--- src/hdl/bvema_pkg.sv ---
// ----------------------------------------------------------------------------
// bvema_pkg
// Shared types, widths, register indexes and reset values of the battery voltage EMA filter.
// ----------------------------------------------------------------------------
`default_nettype none

package bvema_pkg;

    localparam int SAMPLE_BITS = 12;
    localparam int FRAC_BITS   = 16;

    // Scaled product carries 12 + 14 fraction bits
    localparam int PROD_FRAC = 26;
    localparam int SHIFT     = PROD_FRAC - FRAC_BITS;
    localparam int STATE_W   = 16 + FRAC_BITS;

    localparam int PROD1_W  = SAMPLE_BITS + 16;
    localparam int PROD2_W  = SAMPLE_BITS + 32;
    localparam int SCALED_W = PROD2_W + 1 - SHIFT;
    localparam int SUM_W    = ((SCALED_W > STATE_W) ? SCALED_W : STATE_W) + 2;

    localparam int MUL_A_W = (PROD1_W > STATE_W) ? PROD1_W : STATE_W;
    localparam int MUL_B_W = 17;
    localparam int MUL_P_W = MUL_A_W + MUL_B_W;

    localparam logic [MUL_B_W-1:0] ONE_Q16    = 17'h10000;
    localparam logic [15:0]        BLEND_RND  = 16'h8000;

    localparam logic [15:0] RST_DIV_RATIO        = 16'd23347;
    localparam logic [15:0] RST_CAL_GAIN         = 16'd18170;
    localparam logic [15:0] RST_CAL_OFFSET_MV    = 16'd810;
    localparam logic [15:0] RST_SMOOTHING_WEIGHT = 16'd14549;

    localparam int CFG_IDX_W = 8;
    localparam logic [CFG_IDX_W-1:0] REG_DIV_RATIO        = 8'd0;
    localparam logic [CFG_IDX_W-1:0] REG_CAL_GAIN         = 8'd1;
    localparam logic [CFG_IDX_W-1:0] REG_CAL_OFFSET_MV    = 8'd2;
    localparam logic [CFG_IDX_W-1:0] REG_SMOOTHING_WEIGHT = 8'd3;

    localparam logic REQ_SAMPLE = 1'b0;
    localparam logic REQ_CLEAR  = 1'b1;

    typedef struct packed {
        logic                   req_type;
        logic [SAMPLE_BITS-1:0] sample_mv;
    } t_in;

    typedef struct packed {
        logic [15:0] battery_mv;
        logic        tracking_valid;
    } t_out;

    typedef struct packed {
        logic [15:0]        div_ratio_q12;
        logic [15:0]        cal_gain;
        logic signed [15:0] cal_offset_mv;
        logic [15:0]        smoothing_weight;
    } t_cfg;

endpackage

`default_nettype wire

--- src/hdl/battery_voltage_ema_filter_top.sv ---
// ----------------------------------------------------------------------------
// battery_voltage_ema_filter_top
// Battery voltage EMA filter: scales ADC samples and smooths them.
// ----------------------------------------------------------------------------
// Input channel: i_in_valid / o_in_stall with i_in_data (request type and
// ADC millivolt sample). Output channel: o_out_valid / i_out_stall with
// o_out_data (smoothed millivolts and tracking flag). Each input beat
// gives exactly one output beat.
// Config channel: i_cfg_valid / o_cfg_ready (always ready), register index
// and 16-bit data; write only while the filter is idle.
// All multiplications run through one shared registered multiplier under a
// small sequencer; o_in_stall is high while a beat is in flight.
// A clear goes straight to the done state; a seeding sample passes the
// M1, M2 and OFF states; a blended sample also passes M3, M4 and SUM.
// A new input beat is taken only once the sequencer is back in idle,
// after its result has been loaded into the output register.
// A finished result sits in the output register; while the receiver
// stalls, one further beat can be processed up to its final step.
// Reset (synchronous, active low) restores the default calibration and
// drops tracking; the first sample afterwards seeds the filter.
// ----------------------------------------------------------------------------
`default_nettype none

module battery_voltage_ema_filter_top (
    input  wire logic                             i_clk,
    input  wire logic                             i_rst_n,
    input  wire logic                             i_in_valid,
    output logic                                  o_in_stall,
    input  wire bvema_pkg::t_in                   i_in_data,
    output logic                                  o_out_valid,
    input  wire logic                             i_out_stall,
    output bvema_pkg::t_out                       o_out_data,
    input  wire logic                             i_cfg_valid,
    output logic                                  o_cfg_ready,
    input  wire logic [bvema_pkg::CFG_IDX_W-1:0]  i_cfg_index,
    input  wire logic [15:0]                      i_cfg_data
);
    import bvema_pkg::*;

    t_cfg  v_cfg;
    t_out  v_res;
    logic  v_res_load;
    logic  v_out_busy;

    logic  r_out_valid, n_out_valid;
    t_out  r_out_data;

    assign o_cfg_ready = 1'b1;

    bvema_cfg u_cfg (
        .i_clk   (i_clk),
        .i_rst_n (i_rst_n),
        .i_wr_en (i_cfg_valid && o_cfg_ready),
        .i_index (i_cfg_index),
        .i_data  (i_cfg_data),
        .o_cfg   (v_cfg)
    );

    assign v_out_busy = r_out_valid && i_out_stall;

    bvema_core u_core (
        .i_clk      (i_clk),
        .i_rst_n    (i_rst_n),
        .i_cfg      (v_cfg),
        .i_in_valid (i_in_valid),
        .i_in_data  (i_in_data),
        .o_in_stall (o_in_stall),
        .i_out_busy (v_out_busy),
        .o_res_load (v_res_load),
        .o_res_data (v_res)
    );

    always_comb begin
        n_out_valid = r_out_valid;
        if (v_res_load) begin
            n_out_valid = 1'b1;
        end else if (!i_out_stall) begin
            n_out_valid = 1'b0;
        end
    end

    always_ff @(posedge i_clk) begin
        if (!i_rst_n) begin
            r_out_valid <= 1'b0;
        end else begin
            r_out_valid <= n_out_valid;
        end
    end

    always_ff @(posedge i_clk) begin
        if (v_res_load) begin
            r_out_data <= v_res;
        end
    end

    assign o_out_valid = r_out_valid;
    assign o_out_data  = r_out_data;

endmodule

`default_nettype wire

--- src/hdl/bvema_mul.sv ---
// ----------------------------------------------------------------------------
// bvema_mul
// Shared unsigned multiplier with registered product.
// ----------------------------------------------------------------------------
`default_nettype none

module bvema_mul (
    input  wire logic                           i_clk,
    input  wire logic [bvema_pkg::MUL_A_W-1:0]  i_a,
    input  wire logic [bvema_pkg::MUL_B_W-1:0]  i_b,
    output logic      [bvema_pkg::MUL_P_W-1:0]  o_p
);
    import bvema_pkg::*;

    logic [MUL_P_W-1:0] r_p;

    always_ff @(posedge i_clk) begin
        r_p <= MUL_P_W'(i_a) * MUL_P_W'(i_b);
    end

    assign o_p = r_p;

endmodule

`default_nettype wire

--- src/hdl/bvema_cfg.sv ---
// ----------------------------------------------------------------------------
// bvema_cfg
// Configuration register file; writes to unknown indexes are dropped.
// ----------------------------------------------------------------------------
`default_nettype none

module bvema_cfg (
    input  wire logic                             i_clk,
    input  wire logic                             i_rst_n,
    input  wire logic                             i_wr_en,
    input  wire logic [bvema_pkg::CFG_IDX_W-1:0]  i_index,
    input  wire logic [15:0]                      i_data,
    output bvema_pkg::t_cfg                       o_cfg
);
    import bvema_pkg::*;

    t_cfg r_cfg;
    t_cfg n_cfg;

    always_comb begin
        n_cfg = r_cfg;
        if (i_wr_en) begin
            case (i_index)
                REG_DIV_RATIO:        n_cfg.div_ratio_q12    = i_data;
                REG_CAL_GAIN:         n_cfg.cal_gain         = i_data;
                REG_CAL_OFFSET_MV:    n_cfg.cal_offset_mv    = i_data;
                REG_SMOOTHING_WEIGHT: n_cfg.smoothing_weight = i_data;
                default:              n_cfg = r_cfg;
            endcase
        end
    end

    always_ff @(posedge i_clk) begin
        if (!i_rst_n) begin
            r_cfg.div_ratio_q12    <= RST_DIV_RATIO;
            r_cfg.cal_gain         <= RST_CAL_GAIN;
            r_cfg.cal_offset_mv    <= RST_CAL_OFFSET_MV;
            r_cfg.smoothing_weight <= RST_SMOOTHING_WEIGHT;
        end else begin
            r_cfg <= n_cfg;
        end
    end

    assign o_cfg = r_cfg;

endmodule

`default_nettype wire

--- src/hdl/bvema_core.sv ---
// ----------------------------------------------------------------------------
// bvema_core
// Sequencer and datapath: scale, offset, clamp and blend over one multiplier.
// ----------------------------------------------------------------------------
`default_nettype none

module bvema_core (
    input  wire logic                i_clk,
    input  wire logic                i_rst_n,
    input  wire bvema_pkg::t_cfg     i_cfg,
    input  wire logic                i_in_valid,
    input  wire bvema_pkg::t_in      i_in_data,
    output logic                     o_in_stall,
    input  wire logic                i_out_busy,
    output logic                     o_res_load,
    output bvema_pkg::t_out          o_res_data
);
    import bvema_pkg::*;

    localparam logic [2:0] S_IDLE = 3'd0;
    localparam logic [2:0] S_M1   = 3'd1;  // sample * divider
    localparam logic [2:0] S_M2   = 3'd2;  // * gain
    localparam logic [2:0] S_OFF  = 3'd3;  // round, offset, clamp
    localparam logic [2:0] S_M3   = 3'd4;  // w * instant
    localparam logic [2:0] S_M4   = 3'd5;  // (1 - w) * old
    localparam logic [2:0] S_SUM  = 3'd6;  // blend and round
    localparam logic [2:0] S_DONE = 3'd7;

    localparam logic [STATE_W-1:0] STATE_MAX = '1;

    logic [2:0]             r_st, n_st;
    logic [SAMPLE_BITS-1:0] r_sample, n_sample;
    logic [STATE_W-1:0]     r_inst, n_inst;
    logic [STATE_W-1:0]     r_smooth, n_smooth;
    logic                   r_tracking, n_tracking;
    logic [MUL_P_W-1:0]     r_acc, n_acc;

    logic [MUL_A_W-1:0] v_a;
    logic [MUL_B_W-1:0] v_b;
    logic [MUL_P_W-1:0] v_p;

    logic [PROD2_W:0]         v_rnd;
    logic [SCALED_W-1:0]      v_scaled;
    logic signed [SUM_W-1:0]  v_off;
    logic signed [SUM_W-1:0]  v_sum;
    logic [STATE_W-1:0]       v_clamped;
    logic [MUL_P_W:0]         v_blend;

    logic v_accept;

    assign v_accept   = i_in_valid && (r_st == S_IDLE);
    assign o_in_stall = (r_st != S_IDLE);

    bvema_mul u_mul (
        .i_clk (i_clk),
        .i_a   (v_a),
        .i_b   (v_b),
        .o_p   (v_p)
    );

    // Operand select for the shared multiplier
    always_comb begin
        case (r_st)
            S_M1: begin
                v_a = MUL_A_W'(r_sample);
                v_b = MUL_B_W'(i_cfg.div_ratio_q12);
            end
            S_M2: begin
                v_a = MUL_A_W'(v_p[PROD1_W-1:0]);
                v_b = MUL_B_W'(i_cfg.cal_gain);
            end
            S_M3: begin
                v_a = MUL_A_W'(r_inst);
                v_b = MUL_B_W'(i_cfg.smoothing_weight);
            end
            S_M4: begin
                v_a = MUL_A_W'(r_smooth);
                v_b = ONE_Q16 - MUL_B_W'(i_cfg.smoothing_weight);
            end
            default: begin
                v_a = '0;
                v_b = '0;
            end
        endcase
    end

    // Scaling tail: round half up, add offset, clamp to state range
    always_comb begin
        v_rnd     = (PROD2_W+1)'(v_p[PROD2_W-1:0]) + ((PROD2_W+1)'(1) << (SHIFT - 1));
        v_scaled  = v_rnd[PROD2_W:SHIFT];
        v_off     = SUM_W'(i_cfg.cal_offset_mv) <<< FRAC_BITS;
        v_sum     = $signed(SUM_W'(v_scaled)) + v_off;
        if (v_sum < 0) begin
            v_clamped = '0;
        end else if (v_sum > $signed(SUM_W'(STATE_MAX))) begin
            v_clamped = STATE_MAX;
        end else begin
            v_clamped = v_sum[STATE_W-1:0];
        end
        v_blend = (MUL_P_W+1)'(r_acc) + (MUL_P_W+1)'(v_p) + (MUL_P_W+1)'(BLEND_RND);
    end

    always_comb begin
        n_st       = r_st;
        n_sample   = r_sample;
        n_inst     = r_inst;
        n_smooth   = r_smooth;
        n_tracking = r_tracking;
        n_acc      = r_acc;
        o_res_load = 1'b0;
        case (r_st)
            S_IDLE: begin
                if (v_accept) begin
                    n_sample = i_in_data.sample_mv;
                    if (i_in_data.req_type == REQ_CLEAR) begin
                        n_smooth   = '0;
                        n_tracking = 1'b0;
                        n_st       = S_DONE;
                    end else begin
                        n_st = S_M1;
                    end
                end
            end
            S_M1: n_st = S_M2;
            S_M2: n_st = S_OFF;
            S_OFF: begin
                n_inst = (r_sample == '0) ? '0 : v_clamped;
                if (!r_tracking) begin
                    n_smooth   = n_inst;
                    n_tracking = 1'b1;
                    n_st       = S_DONE;
                end else begin
                    n_st = S_M3;
                end
            end
            S_M3: n_st = S_M4;
            S_M4: begin
                n_acc = v_p;
                n_st  = S_SUM;
            end
            S_SUM: begin
                n_smooth = v_blend[STATE_W+15:16];
                n_st     = S_DONE;
            end
            S_DONE: begin
                if (!i_out_busy) begin
                    o_res_load = 1'b1;
                    n_st       = S_IDLE;
                end
            end
            default: n_st = S_IDLE;
        endcase
    end

    always_ff @(posedge i_clk) begin
        if (!i_rst_n) begin
            r_st       <= S_IDLE;
            r_smooth   <= '0;
            r_tracking <= 1'b0;
        end else begin
            r_st       <= n_st;
            r_smooth   <= n_smooth;
            r_tracking <= n_tracking;
        end
    end

    always_ff @(posedge i_clk) begin
        r_sample <= n_sample;
        r_inst   <= n_inst;
        r_acc    <= n_acc;
    end

    assign o_res_data.battery_mv     = r_smooth[FRAC_BITS +: 16];
    assign o_res_data.tracking_valid = r_tracking;

endmodule

`default_nettype wire
--- config.mk ---
export PLATFORM = sky130hd
export DESIGN_NAME = battery_voltage_ema_filter_top
export DESIGN_NICKNAME = d
export VERILOG_FILES = /design/src/hdl/bvema_pkg.sv /design/src/hdl/battery_voltage_ema_filter_top.sv /design/src/hdl/bvema_mul.sv /design/src/hdl/bvema_cfg.sv /design/src/hdl/bvema_core.sv
export SDC_FILE = /design/constraint.sdc
export NUM_CORES = 2
export LEC_CHECK = 0
export BUFFER_PORTS_ARGS = -buffer_cell sky130_fd_sc_hd__buf_2
export CAP_MARGIN = 20
export CORE_ASPECT_RATIO = 0.6
export CORE_UTILIZATION = 55
export DETAILED_ROUTE_END_ITERATION = 6
export GPL_TIMING_DRIVEN = 0
export PLACE_DENSITY = 0.71
export SLEW_MARGIN = 15
export SYNTH_ARGS = -nofsm -noshare
export SYNTH_HDL_FRONTEND = slang
export SYNTH_SLANG_ARGS = --single-unit
--- constraint.sdc ---
create_clock -name i_clk -period 14.5 [get_ports i_clk]
set_input_delay 0 -clock i_clk [delete_from_list [all_inputs] [get_ports i_clk]]
set_output_delay 0 -clock i_clk [all_outputs]
set_load 0.03 [all_outputs]
==> reports/metrics.cfg <==
[logic_synthesis]
yosysUniqueCellTypes = 78
async_flop_share_pct = 0
synth_area_um2 = 30890
ys_seq_elements = 258
synthCells = 3467
avgSynthCellArea_um2 = 8.910
synth_nets = 4190
ys.flop_type = dfxtp_1
synth_seq_area_share_pct = 20.25
yosys_warnings = 0
synth-edff-count = 109

[timing]
tightest_slew_ns = 1.275
setup_violations = 0
post-route-min-period_ns = 11.32
fin_skew_ns = 0.02831
fin_ws_ns = 3.176
rsz0062_at_grt = no
relSlewSlack_pct = 14.41
finalHoldViolations = 0
fin_crit_sh_pct = 78.09
drv_slew = 0
fmax_ghz = 0.08831
holdWs_ns = 0.01072
final.setup.tns_ns = 0

[hold_path]
min_to = u_cfg.o_cfg[20]$_SDFFE_PN0P_
hold_path_depth = 5
min_path_type = input pin to flop
min_from = i_cfg_index[1]

[drt]
drtPass1Iterations = 6
detail_route.iter0.violations = 3391
via_per_inst = 5.918
ant_nets = 0
drc_errors = 0
finalWirelength_mm = 103.2
wl_per_cell_um = 23.71
vias = 25760

[floorplan]
die_h_um = 185.6
die_area_um2 = 57150
die_w_um = 308.0
core-area_um2 = 54830
start_util_pct = 56.34
num_rows = 66
pin_count = 62

[power_and_ir_drop]
p_clk_share_pct = 12.3
power.share.sequential_pct = 20.5
p_comb_share_pct = 67.1
vdd_drop_max_mv = 0.09161
intPower_w = 0.002475
power.density_nw_per_um2 = 157.3
p_leak_nw = 15.60
swShare_pct = 52.75
p_sw_w = 0.002764

[setup_path]
crit_path_frequent_cell = fa_1
worst_r2r_path_depth = 29
endpoint_kind = flop
cp.arrival_ns = 11.78
slowest_delay_ns = 1.03
worst_r2r_startpoint = u_core.r_st[0]$_SDFFE_PN0P_
reg2reg_to = u_core.u_mul.o_p[41]$_DFF_P_
cp_max_fo = 10
cp_data_required_time_ns = 14.96
cp-start-kind = flop
setup.worst_path.class = flop to flop
reg2reg_slack_ns = 3.18
cp_slowest_cell = o21ai_1

[clocking]
clk_path_buf_depth = 3
htreeDepth = 1
clk_latency_ns = 0.55
post-cts-setup-buffers = 0
tritoncts = yes
cts_buffers = 22
clk_pin_slew_ns = 0.08
cts_num_sinks = 258
clockRootBuffer = clkbuf_16

[cells_and_area]
drive_gt1_share_pct = 3.606
insertedDiodeCount = 0
synthToLayoutAreaGrowth_pct = 7.833
layout.nets = 4312

[global_route]
grt_pass1_vias = 24440
antenna_found_initial = 5
grt_pass1_wl_mm = 155.3
gr-total-overflow = 0
grt_max_degree = 32
track_usage_pct = 36.97

[job]
maxCapViolCount = 0

[placed_design]
io_buffers = 60
place_ws_ns = 3.786
gp_congestion = 1.005
hpwl_mm = 85.47

[status]
status = finished, final reports clean

cell type report:
| cell class | instances | area (um^2) |
|---|---|---|
| plain buffers | 159 | 619.3 |
| clock buffers | 30 | 679.4 |
| clock inverters | 10 | 77.57 |
| fillers | 4968 | 21520 |
| inverters | 561 | 2107 |
| multi-input cells | 2489 | 21930 |
| flip-flops and latches | 258 | 6256 |
| well taps | 748 | 935.9 |
| repair buffers | 98 | 708.2 |
per-layer routing:
| layer | wire (um) | up-vias | part of all wire [%] | GRT usage [%] |
|---|---|---|---|---|
| li1 | - | 11340 | - | - |
| met4 | 1459 | 4 | 1.4 | 4.915 |
| met5 | 69 | - | 0.067 | 0.6891 |
| met2 | 37560 | 1680 | 36 | 46.54 |
| met1 | 45660 | 12600 | 44 | 56.88 |
| met3 | 18440 | 137 | 18 | 17.56 |
Yosys cell counts (all sizes together), types with 29 or more instances:
cell type	instances	share of area, %
nand2	636	7.8
inv	560	6.8
fa	449	29
ha	232	9.4
dfxtp	149	9.7
nor2	147	1.8
clkbuf	145	1.8
and2	143	2.9
a21oi	119	1.9
edfxtp	109	11
xnor2	89	2.5
o21ai	83	1.3
nand3	66	1.1
xor2	48	1.4
a21o	45	1.1
a21boi	39	0.95
mux2i	34	1.1
o22ai	29	0.59
critical path: cells and delay by family, from the launching register on:
| family | cells | cell delay [ns] |
|---|---|---|
| xor+xnor | 1 | 0.17 |
| compound gates | 9 | 3.57 |
| mux | 1 | 0.27 |
| simple gates | 2 | 0.34 |
| flops | 1 | 0.33 |
| buf+inv | 9 | 3.07 |
| fa+ha+maj | 7 | 3.48 |
registers in the layout, indices dropped and copies added (netlist names):
register and cells:
u_core.r_st 3, u_core.r_tracking 1, u_core.r_smooth 32, o_out_data 17, u_core.r_acc 48, u_core.r_sample 12
o_out_valid 1, u_cfg.o_cfg 64, u_core.r_inst 32, u_core.u_mul.o_p 48
cells by family (layout without fill, tap and decap cells):
kind of cell | Yosys count | in the layout | synth area share, %
DFF | 258 | 258 | 20.25
AOI/OAI and AO/OA | 500 | 500 | 10.93
adders and majority gates | 681 | 681 | 38.49
other | 1 | 1 | 0.01214
and+or+nand+nor | 1135 | 1135 | 16.46
xor gates and xnor gates | 137 | 137 | 3.884
muxes | 35 | 35 | 1.138
buffers and inverters | 720 | 858 | 8.822
what timing repair did:
item                                   4_1_cts  5_1_grt
endpoints found under the hold margin       87        0
hold buffers                                33        0
gates resized for setup                      0        0
worst max-delay path by stage:
stage,startpoint,to,slack [ns],cells after the start
detailed placement,u_core.r_st[0]$_SDFFE_PN0P_,u_core.u_mul.o_p[41]$_DFF_P_,3.79,29
global route,u_core.r_st[0]$_SDFFE_PN0P_,u_core.u_mul.o_p[41]$_DFF_P_,3.06,29
finish,u_core.r_st[0]$_SDFFE_PN0P_,u_core.u_mul.o_p[41]$_DFF_P_,3.18,29
global placement,u_core.r_st[1]$_SDFFE_PN0P_,u_core.u_mul.o_p[41]$_DFF_P_,3.54,26
floorplan,u_core.r_st[1]$_SDFFE_PN0P_,u_core.u_mul.o_p[44]$_DFF_P_,6.49,27
CTS,u_core.r_st[0]$_SDFFE_PN0P_,u_core.u_mul.o_p[41]$_DFF_P_,3.73,29
through the flow:
| step | cells | instance area [um^2] | utilization (%) | power (W) |
|---|---|---|---|---|
| after CTS | 4351 | 33290 | 60.71 | 0.005130 |
| after global placement | 4275 | 32130 | 58.59 | 0.004435 |
| after global routing | 4353 | 33310 | 60.75 | 0.005619 |
| final | 4353 | 33310 | 60.75 | 0.005239 |
| after floorplan | 3467 | 30890 | - | 0.003351 |
| after detailed placement | 4278 | 32200 | 58.73 | 0.004477 |
power groups by stage:
stage               clock network, W  registers [W]  logic [W]
floorplan                          0       0.000995    0.00236
finish                      0.000646        0.00108    0.00352
detailed placement                 0        0.00108    0.00339
global route                0.000673        0.00108    0.00387
CTS                         0.000642        0.00107    0.00342
global placement                   0        0.00108    0.00335
cell usage in the layout (no fill, tap or decap), types with 66 or more instances in the layout:
master | netlist | final
inv_1 | 560 | 560
nand2_1 | 635 | 635
and2_1 | 143 | 143
fa_1 | 449 | 449
xnor2_1 | 89 | 89
dfxtp_1 | 149 | 149
clkbuf_1 | 145 | 147
ha_1 | 232 | 232
a21oi_1 | 118 | 117
nor2_1 | 147 | 146
nand3_1 | 66 | 66
edfxtp_1 | 109 | 109
(Power assumes the default switching activity.)
